[config.mk]
export PLATFORM = sky130hd
export DESIGN_NAME = dtcc_ctrl
export DESIGN_NICKNAME = d
export VERILOG_FILES = /design/src/sv/dram_timing_constraint_checker_top_assert.svh /design/src/sv/dtcc_pkg.sv /design/src/sv/dtcc_ctrl.sv
export SDC_FILE = /design/constraint.sdc
export NUM_CORES = 1
export LEC_CHECK = 0
export BUFFER_PORTS_ARGS = -buffer_cell sky130_fd_sc_hd__buf_2
export CORE_MARGIN = 5
export CORE_UTILIZATION = 40
export CTS_CLUSTER_SIZE = 12
export DETAILED_ROUTE_END_ITERATION = 7
export PLACE_DENSITY = 0.77
export SYNTH_ARGS = -nofsm -noshare
export SYNTH_HDL_FRONTEND = slang
export SYNTH_SLANG_ARGS = --single-unit
[constraint.sdc]
create_clock -name clock -period 1.6 [get_ports clock]
set_input_delay 0.08 -clock clock [delete_from_list [all_inputs] [get_ports clock]]
set_output_delay 0.08 -clock clock [all_outputs]
set_load 0.01 [all_outputs]
[src/sv/dram_timing_constraint_checker_top_assert.svh]
// ----------------------------------------------------------------------------
// DRAM timing checker assertion macros
// Shared property forms for the top level checks.
// ----------------------------------------------------------------------------
`ifndef DRAM_TIMING_CONSTRAINT_CHECKER_TOP_ASSERT_SVH
`define DRAM_TIMING_CONSTRAINT_CHECKER_TOP_ASSERT_SVH

// same-cycle implication
`define DTCC_ASSERT_NOW(name, clk, rst, ante, cons, msg) \
   name: assert property (@(posedge clk) disable iff (rst) (ante) |-> (cons)) \
      else $error(msg);

// next-cycle implication
`define DTCC_ASSERT_NEXT(name, clk, rst, ante, cons, msg) \
   name: assert property (@(posedge clk) disable iff (rst) (ante) |=> (cons)) \
      else $error(msg);

`endif

[src/sv/dtcc_pkg.sv]
// ----------------------------------------------------------------------------
// DRAM timing checker package
// Shared types, constants and small tables of the timing checker.
// ----------------------------------------------------------------------------
package dtcc_pkg;

   localparam int NUM_COMMANDS      = 16;
   localparam int TREE_LEVELS       = 4;
   localparam int MAX_FANOUT        = 4;
   localparam int SLOTS_PER_COMMAND = 8;
   localparam int MAX_WINDOW        = 4;
   localparam int NODE_COUNT        = 85;
   localparam int ROW_COUNT         = NODE_COUNT * NUM_COMMANDS;
   localparam int CONS_COUNT        = TREE_LEVELS * NUM_COMMANDS * SLOTS_PER_COMMAND;

   localparam int CMD_W  = 4;
   localparam int LVL_W  = 2;
   localparam int PATH_W = 6;
   localparam int NODE_W = 7;
   localparam int SLOT_W = 3;
   localparam int CLK_W  = 40;
   localparam int RDY_W  = 42;
   localparam int LAT_W  = 16;
   localparam int WIN_W  = 3;
   localparam int ROW_W  = NODE_W + CMD_W;
   localparam int CONS_W = LVL_W + CMD_W + SLOT_W;

   localparam logic signed [RDY_W-1:0] RDY_NONE = -42'sd1;
   localparam logic [2:0] ADDR_ALL = 3'b111;
   localparam logic [ROW_W-1:0] ROW_LAST = 11'(ROW_COUNT - 1);
   localparam logic [LVL_W-1:0] LEVEL_LEAF = 2'(TREE_LEVELS - 1);
   localparam logic [SLOT_W-1:0] SLOT_LAST = 3'(SLOTS_PER_COMMAND - 1);
   localparam logic [2:0] FANOUT_MAX = 3'(MAX_FANOUT);
   localparam logic [WIN_W-1:0] WINDOW_MAX = 3'(MAX_WINDOW);

   localparam logic [1:0] FUNC_LOAD  = 2'd0;
   localparam logic [1:0] FUNC_ISSUE = 2'd1;
   localparam logic [1:0] FUNC_CHECK = 2'd2;

   localparam logic [1:0] KIND_EMPTY   = 2'd0;
   localparam logic [1:0] KIND_SAME    = 2'd1;
   localparam logic [1:0] KIND_SIBLING = 2'd2;
   localparam logic [1:0] KIND_RSVD    = 2'd3;

   localparam logic [1:0] REG_ROOT_ID = 2'd0;
   localparam logic [1:0] REG_RANKS   = 2'd1;
   localparam logic [1:0] REG_GROUPS  = 2'd2;
   localparam logic [1:0] REG_BANKS   = 2'd3;

   typedef struct packed {
      logic [1:0]       kind;
      logic [CMD_W-1:0] target;
      logic [LAT_W-1:0] latency;
      logic [WIN_W-1:0] window;
   } slot_type;

   typedef struct packed {
      logic [1:0] root_id;
      logic [2:0] ranks;
      logic [2:0] groups;
      logic [2:0] banks;
   } cfg_type;

   typedef struct packed {
      logic capture;
      logic load_wr;
      logic clr_wr;
      logic walk_init;
      logic walk_next;
      logic hist_rd;
      logic hist_wr;
      logic slot_init;
      logic slot_next;
      logic cons_rd;
      logic slot_rd;
      logic slot_wr;
      logic chk_rd;
      logic chk_eval;
      logic chk_fail_en;
      logic rsp_fire;
   } ctrl_cmd_type;

   typedef struct packed {
      logic clr_last;
      logic node_visit;
      logic node_self;
      logic walk_last;
      logic slot_last;
      logic slot_act;
      logic chk_on;
      logic chk_fail;
   } ctrl_stat_type;

   function automatic logic [NODE_W-1:0] level_offset(input logic [LVL_W-1:0] lvl);
      logic [NODE_W-1:0] off;
      unique case (lvl)
         2'd0:    off = 7'd0;
         2'd1:    off = 7'd1;
         2'd2:    off = 7'd5;
         default: off = 7'd21;
      endcase
      return off;
   endfunction

   function automatic logic [PATH_W-1:0] level_last(input logic [LVL_W-1:0] lvl);
      logic [PATH_W-1:0] last;
      unique case (lvl)
         2'd0:    last = 6'd0;
         2'd1:    last = 6'd3;
         2'd2:    last = 6'd15;
         default: last = 6'd63;
      endcase
      return last;
   endfunction

   function automatic logic [2:0] fanout_sat(input logic [2:0] v);
      return (v > FANOUT_MAX) ? FANOUT_MAX : v;
   endfunction

endpackage

[src/sv/dtcc_ctrl.sv]
// ----------------------------------------------------------------------------
// DRAM timing checker controller
// Sequences memory clear, slot loads, issue tree walks and check walks.
// ----------------------------------------------------------------------------
module dtcc_ctrl (
   input  logic                      clock,
   input  logic                      reset,
   input  logic                      start,
   input  logic [1:0]                func,
   input  dtcc_pkg::ctrl_stat_type   stat,
   output dtcc_pkg::ctrl_cmd_type    cmd,
   output logic                      busy
);

   localparam logic [3:0] S_CLEAR    = 4'd0;
   localparam logic [3:0] S_IDLE     = 4'd1;
   localparam logic [3:0] S_LOAD     = 4'd2;
   localparam logic [3:0] S_NODE     = 4'd3;
   localparam logic [3:0] S_HIST     = 4'd4;
   localparam logic [3:0] S_SLOT_RD  = 4'd5;
   localparam logic [3:0] S_SLOT_TGT = 4'd6;
   localparam logic [3:0] S_SLOT_WR  = 4'd7;
   localparam logic [3:0] S_CHK      = 4'd8;
   localparam logic [3:0] S_CHK_EV   = 4'd9;
   localparam logic [3:0] S_RSP      = 4'd10;

   logic [3:0] state_ff, state_in;

   always_comb begin
      cmd      = '0;
      state_in = state_ff;
      unique case (state_ff)
         S_CLEAR: begin
            cmd.clr_wr = 1'b1;
            if (stat.clr_last) state_in = S_IDLE;
         end
         S_IDLE: begin
            if (start) begin
               cmd.capture = 1'b1;
               priority case (func)
                  dtcc_pkg::FUNC_LOAD: state_in = S_LOAD;
                  dtcc_pkg::FUNC_ISSUE: begin
                     cmd.walk_init = 1'b1;
                     state_in      = S_NODE;
                  end
                  dtcc_pkg::FUNC_CHECK: begin
                     cmd.walk_init = 1'b1;
                     state_in      = S_CHK;
                  end
                  default: state_in = S_IDLE;
               endcase
            end
         end
         S_LOAD: begin
            cmd.load_wr = 1'b1;
            state_in    = S_IDLE;
         end
         S_NODE: begin
            priority if (!stat.node_visit) begin
               if (stat.walk_last) state_in = S_IDLE;
               else cmd.walk_next = 1'b1;
            end else if (stat.node_self) begin
               cmd.hist_rd = 1'b1;
               state_in    = S_HIST;
            end else begin
               cmd.slot_init = 1'b1;
               state_in      = S_SLOT_RD;
            end
         end
         S_HIST: begin
            cmd.hist_wr   = 1'b1;
            cmd.slot_init = 1'b1;
            state_in      = S_SLOT_RD;
         end
         S_SLOT_RD: begin
            cmd.cons_rd = 1'b1;
            state_in    = S_SLOT_TGT;
         end
         S_SLOT_TGT, S_SLOT_WR: begin
            if (state_ff == S_SLOT_TGT && stat.slot_act) begin
               cmd.slot_rd = 1'b1;
               state_in    = S_SLOT_WR;
            end else begin
               cmd.slot_wr = (state_ff == S_SLOT_WR);
               priority if (!stat.slot_last) begin
                  cmd.slot_next = 1'b1;
                  state_in      = S_SLOT_RD;
               end else if (stat.walk_last) begin
                  state_in = S_IDLE;
               end else begin
                  cmd.walk_next = 1'b1;
                  state_in      = S_NODE;
               end
            end
         end
         S_CHK: begin
            if (stat.chk_on) begin
               cmd.chk_rd      = 1'b1;
               cmd.chk_fail_en = 1'b1;
               state_in        = S_CHK_EV;
            end else if (stat.walk_last) begin
               state_in = S_RSP;
            end else begin
               cmd.walk_next = 1'b1;
            end
         end
         S_CHK_EV: begin
            cmd.chk_eval = 1'b1;
            if (stat.walk_last) begin
               state_in = S_RSP;
            end else begin
               cmd.walk_next = 1'b1;
               state_in      = S_CHK;
            end
         end
         S_RSP: begin
            cmd.rsp_fire = 1'b1;
            state_in     = S_IDLE;
         end
         default: state_in = S_IDLE;
      endcase
   end

   always_ff @(posedge clock) begin
      if (reset) begin
         state_ff <= S_CLEAR;
      end else begin
         state_ff <= state_in;
      end
   end

   assign busy = (state_ff != S_IDLE);

endmodule

==> results.toml <==
[route]
drcViolationCount = 0
drtAntennaViolNets = 0
drtPass1Iterations = 4
vias = 751
drt-total-wl_mm = 1.735
drtIter0Drc = 15
via_per_inst = 5.364
wire_per_inst_um = 12.39

[global_route]
antenna_found_initial = 0
grt_pass1_wl_mm = 2.504
grt_usage = 0.1281
grt_pass1_vias = 624
overflow = 0
grt_max_degree = 17

[die]
boundaryPins = 30
core.rowCount = 14
die_y_um = 48.55
start_util = 0.4088
dieArea_mm2 = 0.002357
core_area_mm2 = 0.001454
dieWidth_um = 48.55

[setup_path]
cp_slowest_cell = "or4b_4"
worstSetupPathType = "reg -> reg"
crit_path_max_fanout = 4
startpoint_type = "flip-flop"
worst_ep_required_time_ns = 1.73
cp_num_buf_inv = 0
cp_cell_sequence = "nand2_2 > or4b_4 > and2_4 > o311a_1 > a211oi_2"
crit_path_end_kind = "flip-flop"
cp_top_family = "simple AND/OR/NAND/NOR gates"
max_stage_delay_ns = 0.54
critPathArrivalTime_ns = 1.67

[pwr]
leakage_uw = 0.0004332
p_clk_frac = 0.277
vdd_ir_drop_max_mv = 0.3250
share_seq_of_total_power = 0.257
p_switching_uw = 141.1
p_per_area_mw_per_mm2 = 525.9
p_comb_frac = 0.467
netSwitchingFraction = 0.3275
fin_total_pwr_uw = 431.0
p_int_uw = 289.8

[clock_tree]
numClockSinks = 4
cts-htree-levels = 1
cts_tree = "done"
clk_latency_ns = 0.23
cts-root-buf = "clkbuf_4"
cts.clk_slew.worst_paths_ns = 0.04
ctsLongestPathBuffers = 2
numCtsBuffers = 3

[synth]
ys_top_cells_by_area = "dfxtp_1 (13%), nor2_1 (11%), ha_1 (8.4%)"
synth_top_family_by_area = "simple AND/OR/NAND/NOR gates"
synth_edf_count = 0
syn_avg_cell_area_um2 = 6.754
syn_inst = 88
ys_ff_latch = 4
netlist-cell-type-count = 37
synth_ff_type = "dfxtp_1"
synth_fa_ha_area_frac = 0.08421
synth_simple_gate_area_frac = 0.4737
synth_seq_area_share = 0.1347
synth_top_area_share = 0.1347
synth_compound_gate_area_share = 0.1832
yosys_warnings = 0
synth_top_area_cell = "dfxtp_1"
synth_fp_nets = 105
syn_area_um2 = 594.3
ys_async_sr_fraction = 0
muxShareOfSynthArea = 0.01684
synth-xor-area-share = 0

[timing]
hold_violations = 0
setup_viol = 0
tightest_slew_ns = 0.2513
final.setup.tns_ns = 0
rsz0062_at_grt = "yes"
period_share = 0.9629
slew_viol_final = 0
slew_headroom = 0.8301
fin_skew_ns = 0.001913
fmax_mhz = 649.1
period_needed_ns = 1.541

[finish]
utilization = 0.5637
final_cell_mix = "buf_2 (28), nor2_1 (17), buf_4 (10)"
drive_gt1_frac = 0.4113
n_antenna_cell = 0
final_common_cell = "buf_2"
finish.instance_area_um2 = 819.5
reg_top3 = "state_ff x4"
largest_register_ffs = 4
nets = 143
largest_register = "state_ff"
area_growth_pct = 37.89

[place]
placed_area_um2 = 754.5
place_congestion = 0.8533
io_buffers = 28
hpwl_mm = 1.277

[status]
status = "completed"

[worst_hold_path]
worst_hold_path_type = "in -> reg"

[run]
cap_violations = 0
==> layout make-up <==
cell class | instances | area [um^2]
inverter | 5 | 18.77
sequential | 4 | 81.33
multi-input combinational | 73 | 450.4
fill | 139 | 634.4
tap | 16 | 20.02
timing repair buffer | 39 | 226.5
clock buffer | 3 | 22.52
==> cells by family (layout without fill, tap and decap cells) <==
family,after synthesis,after routing
adder cells (fa/ha/maj),4,4
buffers and inverters,11,47
flip-flops,4,4
multiplexers,1,1
AND/OR/NAND/NOR,52,52
AO/OA/AOI/OAI,16,16
==> power by group through the flow <==
| stage | clock network (uW) | logic (uW) | registers, uW |
|---|---|---|---|
| finish | 119 | 201 | 111 |
| CTS | 124 | 170 | 109 |
| floorplan | 0 | 120 | 110 |
| global placement | 0 | 163 | 110 |
| global route | 131 | 222 | 111 |
| detailed placement | 0 | 168 | 111 |
==> what timing repair did <==
action                                 CTS  global route
endpoints found under the hold margin    0             0
hold buffers                             0             0
resized for setup                        0             2
setup buffers                            0             5
setup endpoints to repair                0             2
==> routing by layer <==
layer	track usage	routed length, um
met1	0.1365	717
met2	0.2217	869
met3	0.04294	121
met4	0.06278	27
met5	0	0
==> final timing paths <==
check	start	to	slack [ns]	cells after the start
setup / recovery	state_ff[1]	state_ff[0]	0.06	5
hold / removal	reset	state_ff[0]	0.08	2
setup reg to reg	state_ff[1]	state_ff[0]	0.06	5
hold reg to reg	state_ff[1]	state_ff[1]	0.63	3
==> stage by stage <==
stage / hold slack, ns / worst slack [ns] / instances
2_1_floorplan: 0.1446 / 0.07441 / 88
3_3_place_gp: 0.2920 / 0.1305 / 132
3_5_place_dp: 0.2999 / 0.06550 / 132
4_1_cts: 0.06811 / 0.006667 / 135
5_1_grt: 0.07117 / 0.003839 / 140
6_report: 0.07943 / 0.05944 / 140
==> cell usage after synthesis, types with 4 or more instances <==
master    count
nand2b_1      5
ha_1          4
nor2_1       17
nand2_1       4
inv_1         5
a21oi_1       4
dfxtp_1       4
and3_1        4
nand3_1       4
nor3_1        5
Note: power is estimated with default switching activity, not from simulation.
