File: config.mk
export PLATFORM = sky130hd
export DESIGN_NAME = dtcc_csr
export DESIGN_NICKNAME = d
export VERILOG_FILES = /design/src/sv/dram_timing_constraint_checker_top_assert.svh /design/src/sv/dtcc_pkg.sv /design/src/sv/dtcc_csr.sv
export SDC_FILE = /design/constraint.sdc
export NUM_CORES = 1
export LEC_CHECK = 0
export BUFFER_PORTS_ARGS = -buffer_cell sky130_fd_sc_hd__buf_4
export CAP_MARGIN = 20
export CELL_PAD_IN_SITES_DETAIL_PLACEMENT = 0
export CELL_PAD_IN_SITES_GLOBAL_PLACEMENT = 1
export CORE_UTILIZATION = 23
export DETAILED_ROUTE_END_ITERATION = 10
export PLACE_DENSITY = 0.87
export SLEW_MARGIN = 5
export SYNTH_ARGS = -nofsm -noshare
export SYNTH_HDL_FRONTEND = slang
export SYNTH_SLANG_ARGS = --single-unit
File: constraint.sdc
create_clock -name clock -period 2 [get_ports clock]
set_input_delay 0.1 -clock clock [delete_from_list [all_inputs] [get_ports clock]]
set_output_delay 0.1 -clock clock [all_outputs]
set_load 0.01 [all_outputs]
File: src/sv/dram_timing_constraint_checker_top_assert.svh
// ----------------------------------------------------------------------------
// DRAM timing checker assertion macros
// Shared property forms for the top level checks.
// ----------------------------------------------------------------------------
`ifndef DRAM_TIMING_CONSTRAINT_CHECKER_TOP_ASSERT_SVH
`define DRAM_TIMING_CONSTRAINT_CHECKER_TOP_ASSERT_SVH

// same-cycle implication
`define DTCC_ASSERT_NOW(name, clk, rst, ante, cons, msg) \
   name: assert property (@(posedge clk) disable iff (rst) (ante) |-> (cons)) \
      else $error(msg);

// next-cycle implication
`define DTCC_ASSERT_NEXT(name, clk, rst, ante, cons, msg) \
   name: assert property (@(posedge clk) disable iff (rst) (ante) |=> (cons)) \
      else $error(msg);

`endif

File: src/sv/dtcc_pkg.sv
// ----------------------------------------------------------------------------
// DRAM timing checker package
// Shared types, constants and small tables of the timing checker.
// ----------------------------------------------------------------------------
package dtcc_pkg;

   localparam int NUM_COMMANDS      = 16;
   localparam int TREE_LEVELS       = 4;
   localparam int MAX_FANOUT        = 4;
   localparam int SLOTS_PER_COMMAND = 8;
   localparam int MAX_WINDOW        = 4;
   localparam int NODE_COUNT        = 85;
   localparam int ROW_COUNT         = NODE_COUNT * NUM_COMMANDS;
   localparam int CONS_COUNT        = TREE_LEVELS * NUM_COMMANDS * SLOTS_PER_COMMAND;

   localparam int CMD_W  = 4;
   localparam int LVL_W  = 2;
   localparam int PATH_W = 6;
   localparam int NODE_W = 7;
   localparam int SLOT_W = 3;
   localparam int CLK_W  = 40;
   localparam int RDY_W  = 42;
   localparam int LAT_W  = 16;
   localparam int WIN_W  = 3;
   localparam int ROW_W  = NODE_W + CMD_W;
   localparam int CONS_W = LVL_W + CMD_W + SLOT_W;

   localparam logic signed [RDY_W-1:0] RDY_NONE = -42'sd1;
   localparam logic [2:0] ADDR_ALL = 3'b111;
   localparam logic [ROW_W-1:0] ROW_LAST = 11'(ROW_COUNT - 1);
   localparam logic [LVL_W-1:0] LEVEL_LEAF = 2'(TREE_LEVELS - 1);
   localparam logic [SLOT_W-1:0] SLOT_LAST = 3'(SLOTS_PER_COMMAND - 1);
   localparam logic [2:0] FANOUT_MAX = 3'(MAX_FANOUT);
   localparam logic [WIN_W-1:0] WINDOW_MAX = 3'(MAX_WINDOW);

   localparam logic [1:0] FUNC_LOAD  = 2'd0;
   localparam logic [1:0] FUNC_ISSUE = 2'd1;
   localparam logic [1:0] FUNC_CHECK = 2'd2;

   localparam logic [1:0] KIND_EMPTY   = 2'd0;
   localparam logic [1:0] KIND_SAME    = 2'd1;
   localparam logic [1:0] KIND_SIBLING = 2'd2;
   localparam logic [1:0] KIND_RSVD    = 2'd3;

   localparam logic [1:0] REG_ROOT_ID = 2'd0;
   localparam logic [1:0] REG_RANKS   = 2'd1;
   localparam logic [1:0] REG_GROUPS  = 2'd2;
   localparam logic [1:0] REG_BANKS   = 2'd3;

   typedef struct packed {
      logic [1:0]       kind;
      logic [CMD_W-1:0] target;
      logic [LAT_W-1:0] latency;
      logic [WIN_W-1:0] window;
   } slot_type;

   typedef struct packed {
      logic [1:0] root_id;
      logic [2:0] ranks;
      logic [2:0] groups;
      logic [2:0] banks;
   } cfg_type;

   typedef struct packed {
      logic capture;
      logic load_wr;
      logic clr_wr;
      logic walk_init;
      logic walk_next;
      logic hist_rd;
      logic hist_wr;
      logic slot_init;
      logic slot_next;
      logic cons_rd;
      logic slot_rd;
      logic slot_wr;
      logic chk_rd;
      logic chk_eval;
      logic chk_fail_en;
      logic rsp_fire;
   } ctrl_cmd_type;

   typedef struct packed {
      logic clr_last;
      logic node_visit;
      logic node_self;
      logic walk_last;
      logic slot_last;
      logic slot_act;
      logic chk_on;
      logic chk_fail;
   } ctrl_stat_type;

   function automatic logic [NODE_W-1:0] level_offset(input logic [LVL_W-1:0] lvl);
      logic [NODE_W-1:0] off;
      unique case (lvl)
         2'd0:    off = 7'd0;
         2'd1:    off = 7'd1;
         2'd2:    off = 7'd5;
         default: off = 7'd21;
      endcase
      return off;
   endfunction

   function automatic logic [PATH_W-1:0] level_last(input logic [LVL_W-1:0] lvl);
      logic [PATH_W-1:0] last;
      unique case (lvl)
         2'd0:    last = 6'd0;
         2'd1:    last = 6'd3;
         2'd2:    last = 6'd15;
         default: last = 6'd63;
      endcase
      return last;
   endfunction

   function automatic logic [2:0] fanout_sat(input logic [2:0] v);
      return (v > FANOUT_MAX) ? FANOUT_MAX : v;
   endfunction

endpackage

File: src/sv/dtcc_csr.sv
// ----------------------------------------------------------------------------
// DRAM timing checker register file
// APB-style configuration registers: root id and per-level fan-out.
// ----------------------------------------------------------------------------
module dtcc_csr (
   input  logic                clock,
   input  logic                reset,
   input  logic                psel,
   input  logic                penable,
   input  logic                pwrite,
   input  logic [3:0]          paddr,
   input  logic [31:0]         pwdata,
   output logic [31:0]         prdata,
   output logic                pready,
   output dtcc_pkg::cfg_type   cfg
);

   dtcc_pkg::cfg_type cfg_ff, cfg_in;

   always_comb begin
      cfg_in = cfg_ff;
      if (psel && penable && pwrite) begin
         unique case (paddr[3:2])
            dtcc_pkg::REG_ROOT_ID: cfg_in.root_id = pwdata[1:0];
            dtcc_pkg::REG_RANKS:   cfg_in.ranks   = pwdata[2:0];
            dtcc_pkg::REG_GROUPS:  cfg_in.groups  = pwdata[2:0];
            default:               cfg_in.banks   = pwdata[2:0];
         endcase
      end
   end

   always_ff @(posedge clock) begin
      if (reset) begin
         cfg_ff <= '{root_id: 2'd0, ranks: 3'd4, groups: 3'd4, banks: 3'd4};
      end else begin
         cfg_ff <= cfg_in;
      end
   end

   always_comb begin
      unique case (paddr[3:2])
         dtcc_pkg::REG_ROOT_ID: prdata = {30'd0, cfg_ff.root_id};
         dtcc_pkg::REG_RANKS:   prdata = {29'd0, cfg_ff.ranks};
         dtcc_pkg::REG_GROUPS:  prdata = {29'd0, cfg_ff.groups};
         default:               prdata = {29'd0, cfg_ff.banks};
      endcase
   end

   assign pready = 1'b1;
   assign cfg    = cfg_ff;

endmodule

==> flow_summary.yaml, run 1 <==
grt:
  grt.total_usage_pct: 8.423
  grt_max_degree: 15
  gr-total-overflow: 0
  grt_pass1_vias: 492
  grt_pass1_wl_um: 2194
  antenna_found_initial: 0
power_and_ir_drop:
  p_leak_nw: 0.4764
  max-vdd-ir-drop_v: 0.0001217
  p_per_area_mw_per_mm2: 505.4
  clkPwrFrac_pct: 33.3
  internal_power_mw: 0.3291
  combPwrFrac_pct: 17.0
  swShare_pct: 27.01
  switchingPower_mw: 0.1218
  power_frac_seq_pct: 49.7
  finalPower_mw: 0.4508
detailed_routing:
  drt_pre_antenna_iters: 2
  post_drt_wl_per_cell_um: 9.299
  drt_first_iter_violations: 6
  vias: 516
  ant_nets: 0
  finalWirelength_um: 1367
  via_per_inst: 3.510
  drc: 0
critical_path:
  crit_path_end: "prdata[1]"
  worstSetupStartpointType: "flip-flop"
  critical_path.max_fanout: 3
  path_class: "flip-flop to output pin"
  r2r-start: "cfg[10]"
  cp.arrival_ps: 1240
  worst_path_largest_cell_delay_ps: 480
  worstReg2RegEnd: "cfg[10]"
  critPathLaunch: "cfg[1]"
  reg2reg_slack_ps: 1120
  path_cells: "mux4_2 -> buf_4"
  critPathCaptureType: "output pin"
  slowest_stage: "mux4_2"
  worst-r2r-cell-count: 2
  cp_data_required_time_ps: 1900
floorplan:
  core_mm2: 0.003103
  die_w_um: 59.84
  rows: 20
  ios: 85
  initial_core_util_pct: 24.80
  die_y_um: 59.84
  die-area_mm2: 0.003581
cts:
  cts_hold_buffers: 0
  clkTransAtPathRegs_ps: 70
  cts_tree: "yes"
  cts_buffer_depth: 2
  cts_resized: 0
  cts-buffers-inserted: 3
  clk_latency_ps: 260
  cts_sinks: 11
  cts_setup_buffers: 0
  clockRootBuffer: "clkbuf_4"
  htree_levels: 1
timing:
  setup_violations: 0
  fin_setup_tns_ps: 0
  rsz0062_at_grt: "no"
  drv_slew: 0
  fin_crit_sh_pct: 67.01
  max_freq_mhz: 746.1
  worst_clock_skew_ps: 0
  period_minus_slack_ps: 1340
  hold_violations: 0
layout:
  largest_reg_flops: 11
  drive_gt1_share_pct: 33.01
  final_net_count: 145
  syn_to_final_growth_pct: 15.94
  final_common_cell: "conb_1"
  final_cell_mix: "30 x conb_1, 23 x buf_4, 11 x mux2i_1, 11 x dfxtp_1, 6 x nand2b_1"
  antennaDiodeCount: 0
yosys:
  yosysSeqAreaShare_pct: 28.62
  synthDistinctLibCells: 17
  synth.avg_cell_area_um2: 9.740
  synth_seq_cells: 11
  synth_warnings: 0
  syn_inst: 79
  synth_area_um2: 769.5
status:
  status: "completed"
worst_hold_path:
  holdPathStages: 3
  hp-class: "input pin to flip-flop"
job:
  cap_violations: 0
place:
  io_buffers: 23
  hpwl_um: 1121
  place_congestion: 0.7519
## kinds of logic after synthesis
group	synth area share, %
AO/OA/AOI/OAI	1.138
buffers and inverters	30.73
flip-flops	28.62
multiplexers	21.63
other	0.9760
AND/OR/NAND/NOR	16.91
## critical path: cells and delay by family (launching register included)
family	cells	cell delay, ps
multiplexers	1	480
buffers and inverters	1	160
flip-flops	1	340
## layout make-up
type | instances | area, um2
Sequential cell | 11 | 220.2
Tap cell | 44 | 55.05
Fill cell | 346 | 2211
Timing Repair Buffer | 23 | 172.7
Multi-Input combinational cell | 65 | 417.9
Clock buffer | 4 | 26.28
## Yosys cell counts
cell,n,area [um2]
nand3_1,1,5.000
dfxtp_1,11,220.2
mux4_2,2,45.04
or2b_2,4,35.03
mux2i_1,11,110.1
buf_6,1,11.26
nand2b_1,6,37.54
mux2_2,1,11.26
nand3b_1,1,7.510
nor2_1,4,15.01
buf_4,30,225.2
and3_4,1,11.26
nor2b_1,1,6.260
nand2_1,1,3.750
a22o_1,1,8.760
conb_1,2,7.510
or3b_1,1,8.760
## power by group through the flow
stage | combinational, mW | clock [mW] | sequential (mW)
4_1_cts | 0.0768 | 0.159 | 0.224
3_3_place_gp | 0.0757 | 0 | 0.229
2_1_floorplan | 0.0916 | 0 | 0.230
6_report | 0.0768 | 0.150 | 0.224
3_5_place_dp | 0.0766 | 0 | 0.229
5_1_grt | 0.0856 | 0.173 | 0.224
## through the flow
step	setup slack, ps	util, %	hold WS (ps)	instances	cell area [um2]
2_1_floorplan	1071	-	280.0	107	874.6
3_3_place_gp	962.9	27.90	380.2	143	865.8
3_5_place_dp	946.7	27.90	393.2	143	865.8
4_1_cts	642.2	28.75	107.7	147	892.1
5_1_grt	621.7	28.75	151.5	147	892.1
6_report	659.7	28.75	112.0	147	892.1
## worst min path at each step
| stage | startpoint | end | slack [ps] |
|---|---|---|---|
| 2_1_floorplan | pwdata[2] | cfg[8] | 280 |
| 3_3_place_gp | pwdata[2] | cfg[8] | 380 |
| 3_5_place_dp | pwdata[2] | cfg[8] | 390 |
| 4_1_cts | pwdata[2] | cfg[8] | 110 |
| 5_1_grt | pwdata[2] | cfg[2] | 150 |
| 6_report | pwdata[2] | cfg[8] | 110 |
## routing by layer
layer	wire [um]	global-route usage, %	part of all wire, %
met5	0	0	0
met4	0	3.987	0
met3	124	2.597	9.1
met2	684	14.29	50
met1	558	9.555	41
Note: power is estimated with default switching activity, not from simulation.
==> run 2, diff against run 1 <==
--- a/config.mk
+++ b/config.mk
@@ -9,9 +9,9 @@
 export CAP_MARGIN = 20
 export CELL_PAD_IN_SITES_DETAIL_PLACEMENT = 0
 export CELL_PAD_IN_SITES_GLOBAL_PLACEMENT = 1
-export CORE_UTILIZATION = 23
+export CORE_UTILIZATION = 20
 export DETAILED_ROUTE_END_ITERATION = 10
-export PLACE_DENSITY = 0.87
+export PLACE_DENSITY = 0.8
 export SLEW_MARGIN = 5
 export SYNTH_ARGS = -nofsm -noshare
 export SYNTH_HDL_FRONTEND = slang
==> constraint.sdc (replaced) <==
create_clock -name clock -period 1.2 [get_ports clock]
set_input_delay 0.06 -clock clock [delete_from_list [all_inputs] [get_ports clock]]
set_output_delay 0.06 -clock clock [all_outputs]
set_load 0.01 [all_outputs]
==> run 2 against run 1 <==
  * The run now ends with negative setup slack left
  * Global-route usage is 1.2 points lower
  * Non-clock buffer count is 5 higher
  * Die area is 14% higher
  * First-iteration DRC count is 33% lower
  * Largest power group unchanged
  * Clock power is 150% higher
  * Final cell count is 6.1% higher
  * Count of clock-buffer cells in the layout stayed put
  * Utilization is 2.3 points lower
==> flow_summary.yaml, run 2 (synthesis gave the netlist of run 1 again) <==
detailed_routing:
  vias: 535
  drt_pre_antenna_iters: 3
  post_drt_wl_per_cell_um: 9.147
  drt_first_iter_violations: 4
  drc: 0
  ant_nets: 0
  finalWirelength_um: 1427
  via_per_inst: 3.429
place:
  dp_cells: 147
  io_buffers: 23
  hpwl_um: 1115
  place_congestion: 0.7136
  pre_cts_slack_ps: 206.7
  placedInstanceArea_um2: 870.8
job:
  cap_violations: 0
critical_path:
  path_class: "flip-flop to output pin"
  worstSetupStartpointType: "flip-flop"
  critPathLaunch: "cfg[10]"
  reg2reg_slack_ps: 340
  critical_path.max_fanout: 3
  cp.arrival_ps: 1170
  cp_data_required_time_ps: 1140
  critPathCaptureType: "output pin"
  r2r-start: "cfg[10]"
floorplan:
  ios: 85
  initial_core_util_pct: 20.86
  die-area_mm2: 0.004099
  die_w_um: 64.03
  core_mm2: 0.003689
  die_y_um: 64.03
  rows: 22
timing:
  setup_violations: 2
  fin_crit_sh_pct: 102.3
  rsz0062_at_grt: "yes"
  worst_clock_skew_ps: 0
  fin_setup_tns_ps: -33.85
  hold_ws_ps: 108.6
  period_minus_slack_ps: 1227
  drv_slew: 0
  hold_violations: 0
  max_freq_mhz: 814.7
  fin_ws_ps: -27.45
cts:
  clk_latency_ps: 230
  cts_hold_buffers: 0
  cts_sinks: 11
  clkTransAtPathRegs_ps: 50
  cts-buffers-inserted: 3
  cts_buffer_depth: 2
  clockRootBuffer: "clkbuf_8"
  cts_tree: "yes"
  htree_levels: 1
layout:
  stdcell_area_um2: 977.2
  final_net_count: 150
  syn_to_final_growth_pct: 26.99
  fin_cells: 156
  largest_reg_flops: 11
  final_cell_mix: "30 x conb_1, 25 x buf_4, 11 x mux2i_1, 10 x dfxtp_2, 6 x nand2b_1"
  antennaDiodeCount: 0
  drive_gt1_share_pct: 45.37
  final_common_cell: "conb_1"
  finish.utilization_pct: 26.49
status:
  status: "complete, but fails checks"
  violations: "negative setup slack"
power_and_ir_drop:
  p_per_area_mw_per_mm2: 898.6
  max-vdd-ir-drop_v: 0.0003269
  p_leak_nw: 0.5146
  finalPower_mw: 0.8781
grt:
  grt_pass1_vias: 459
  antenna_found_initial: 0
  gr-total-overflow: 0
  grt_max_degree: 15
  grt.total_usage_pct: 7.207
  grt_pass1_wl_um: 2194
worst_hold_path:
  hp-class: "input pin to flip-flop"
  worstHoldStart: "pwdata[2]"
==> run 2: worst paths after layout <==
| kind | end | cells past startpoint |
|---|---|---|
| max | prdata[1] | 2 |
| min | cfg[5] | 3 |
| max reg2reg | cfg[10] | 2 |
| min reg2reg | cfg[3] | 2 |
==> run 2: what timing repair did <==
item	in CTS	in global routing
setup endpoints to repair	3	3
gates cloned	0	0
gates resized for setup	11	2
endpoints found under the hold margin	0	0
setup buffers	5	0
==> run 2: area by class of cell <==
type,instances,area [um2]
flip-flops and latches,11,232.7
fillers,423,2711
clock buffers,4,45.04
multi-input cells,65,417.9
well taps,48,60.06
repair buffers,28,221.5
==> run 2: layer usage <==
layer	GRT usage, %	wire length, um
met1	9.159	622
met3	2.321	129
met5	0	0
met2	10.51	659
met4	4.261	17
==> run 2: worst max-delay path: stages (launching register included) <==
cell,delay (ps)
dfxtp_2,330
mux4_2,460
buf_6,140
==> run 2: power breakdown <==
group	internal [mW]	total, mW	switching (mW)
sequential	0.371	0.374	0.00305
clock	0.233	0.370	0.136
combinational	0.0549	0.134	0.0792
==> run 3, diff against run 2 <==
--- a/config.mk
+++ b/config.mk
@@ -11,6 +11,7 @@
 export CELL_PAD_IN_SITES_GLOBAL_PLACEMENT = 1
 export CORE_UTILIZATION = 20
 export DETAILED_ROUTE_END_ITERATION = 10
+export GPL_TIMING_DRIVEN = 0
 export PLACE_DENSITY = 0.8
 export SLEW_MARGIN = 5
 export SYNTH_ARGS = -nofsm -noshare
==> run 3 against run 2 <==
  * The flow still finishes with violations (negative setup slack)
  * Hold slack better by 2.3 ps
  * Via count grew 13%
  * Critical path type unchanged
  * Critical endpoint unchanged
  * Sequential share of layout area is 4.7 points lower
==> flow_summary.yaml, run 3 (synthesis gave the netlist of run 1 again) <==
worst_hold_path:
  hp-class: "input pin to flip-flop"
  worstHoldStart: "pwdata[2]"
  hold_end: "cfg[8]"
  holdPathStages: 3
detailed_routing:
  drt_pre_antenna_iters: 4
  post_drt_wl_per_cell_um: 8.124
  finalWirelength_um: 1511
  drt_first_iter_violations: 5
  drc: 0
  via_per_inst: 3.253
  ant_nets: 0
  vias: 605
critical_path:
  worst_path_largest_cell_delay_ps: 470
  crit_buf_inv: 1
  slowest_stage: "mux4_2"
  cp_data_required_time_ps: 1140
  critPathCaptureType: "output pin"
  path_class: "flip-flop to output pin"
  path_cells: "mux4_2 -> buf_6"
  reg2reg_slack_ps: 360
  crit_family: "multiplexers"
  cp.arrival_ps: 1170
  worstReg2RegEnd: "cfg[10]"
  critical_path.max_fanout: 3
  worstSetupStartpointType: "flip-flop"
  worst-r2r-cell-count: 2
  path_depth: 2
  r2r-start: "cfg[10]"
power_and_ir_drop:
  finalPower_mw: 0.9575
  max-vdd-ir-drop_v: 0.0003727
  p_leak_nw: 0.6823
  p_per_area_mw_per_mm2: 793.0
grt:
  grt.total_usage_pct: 8.030
  grt_busiest_layer: "met2"
  grt_max_degree: 11
  grt_pass1_wl_um: 2477
  grt_pass1_vias: 561
  grt_use_met2_pct: 12.10
  met1_usage_pct: 9.903
  antenna_found_initial: 0
  gr-total-overflow: 0
  grt.met3_usage_pct: 2.857
cts:
  htree_levels: 1
  cts_buffer_depth: 2
  cts_tree: "yes"
  cts_sinks: 11
  clk_latency_ps: 240
  cts-buffers-inserted: 3
  clkTransAtPathRegs_ps: 50
  clockRootBuffer: "clkbuf_8"
timing:
  fin_ws_ps: -28.46
  hold_violations: 0
  rsz0062_at_grt: "yes"
  max_freq_mhz: 814.0
  fin_crit_sh_pct: 102.4
  drv_slew: 0
  period_minus_slack_ps: 1228
  fin_setup_tns_ps: -36.19
  worst_clock_skew_ps: 0
  setup_violations: 2
floorplan:
  die_w_um: 64.03
  ios: 85
  die_y_um: 64.03
  initial_core_util_pct: 20.86
  rows: 22
  core_mm2: 0.003689
  die-area_mm2: 0.004099
layout:
  final_common_cell: "buf_4"
  nFillCells: 406
  drive_gt1_share_pct: 55.80
  final_cell_mix: "54 x buf_4, 30 x conb_1, 11 x mux2i_1, 8 x dfxtp_2, 6 x nand2b_1"
  syn_to_final_growth_pct: 56.91
  antennaDiodeCount: 0
  largest_reg_flops: 11
  finish.utilization_pct: 32.73
  final_net_count: 180
status:
  violations: "negative setup slack"
  status: "complete, but fails checks"
place:
  io_buffers: 23
  place_congestion: 0.6638
job:
  cap_violations: 0
run 3: cell count changes in the layout (fill, tap and decap cells not counted), sizes merged:
cell  previous run  this run
buf             28        58
run 3: metal layers:
metal	share of wire [%]	up-vias
met4	1.7	0
met3	10	3
li1	-	318
met2	42	35
met5	0	-
met1	46	249
run 3: metrics by stage:
step           cell area (um2)  setup WS [ps]  hold slack [ps]  cells
2_1_floorplan            874.6          310.7            240.0    107
3_3_place_gp              1107          208.6            342.2    178
3_5_place_dp              1107          206.3            348.0    178
4_1_cts                   1200         -38.27            110.1    186
5_1_grt                   1207         -73.37            124.7    186
6_report                  1207         -28.46            110.9    186
run 3: how the worst max path moves through the flow:
stage	from	to
2_1_floorplan	cfg[0]	prdata[0]
3_3_place_gp	pwrite	cfg[10]
3_5_place_dp	pwrite	cfg[10]
4_1_cts	cfg[1]	prdata[1]
5_1_grt	cfg[1]	prdata[1]
6_report	cfg[1]	prdata[1]
run 3: what timing repair did:
item                                    4_1_cts  5_1_grt
endpoints found under the setup margin        3        3
gates cloned                                  0        0
hold buffers                                  0        0
gates resized for setup                      10        2
setup buffers                                 4        0
run 3: worst reg2reg max path, delay by kind of cell (launching register included):
kind             cells  cell delay, ps
DFF                  1             350
and+or+nand+nor      1             300
muxes                1             120
run 3: report_power, final:
group          total (mW)  internal (mW)  switching [mW]
combinational       0.213          0.121          0.0923
sequential          0.375          0.371         0.00319
clock               0.370          0.233           0.137
total               0.957          0.725           0.232
run 3: cell type report:
| type | instances | area [um2] | share of cell area (%) |
|---|---|---|---|
| Multi-Input combinational cell | 65 | 421.7 | 34.92 |
| Buffer | 31 | 236.5 | 19.59 |
| Sequential cell | 11 | 230.2 | 19.07 |
| Timing Repair Buffer | 27 | 214.0 | 17.72 |
| Tap cell | 48 | 60.06 | 4.974 |
| Clock buffer | 4 | 45.04 | 3.731 |
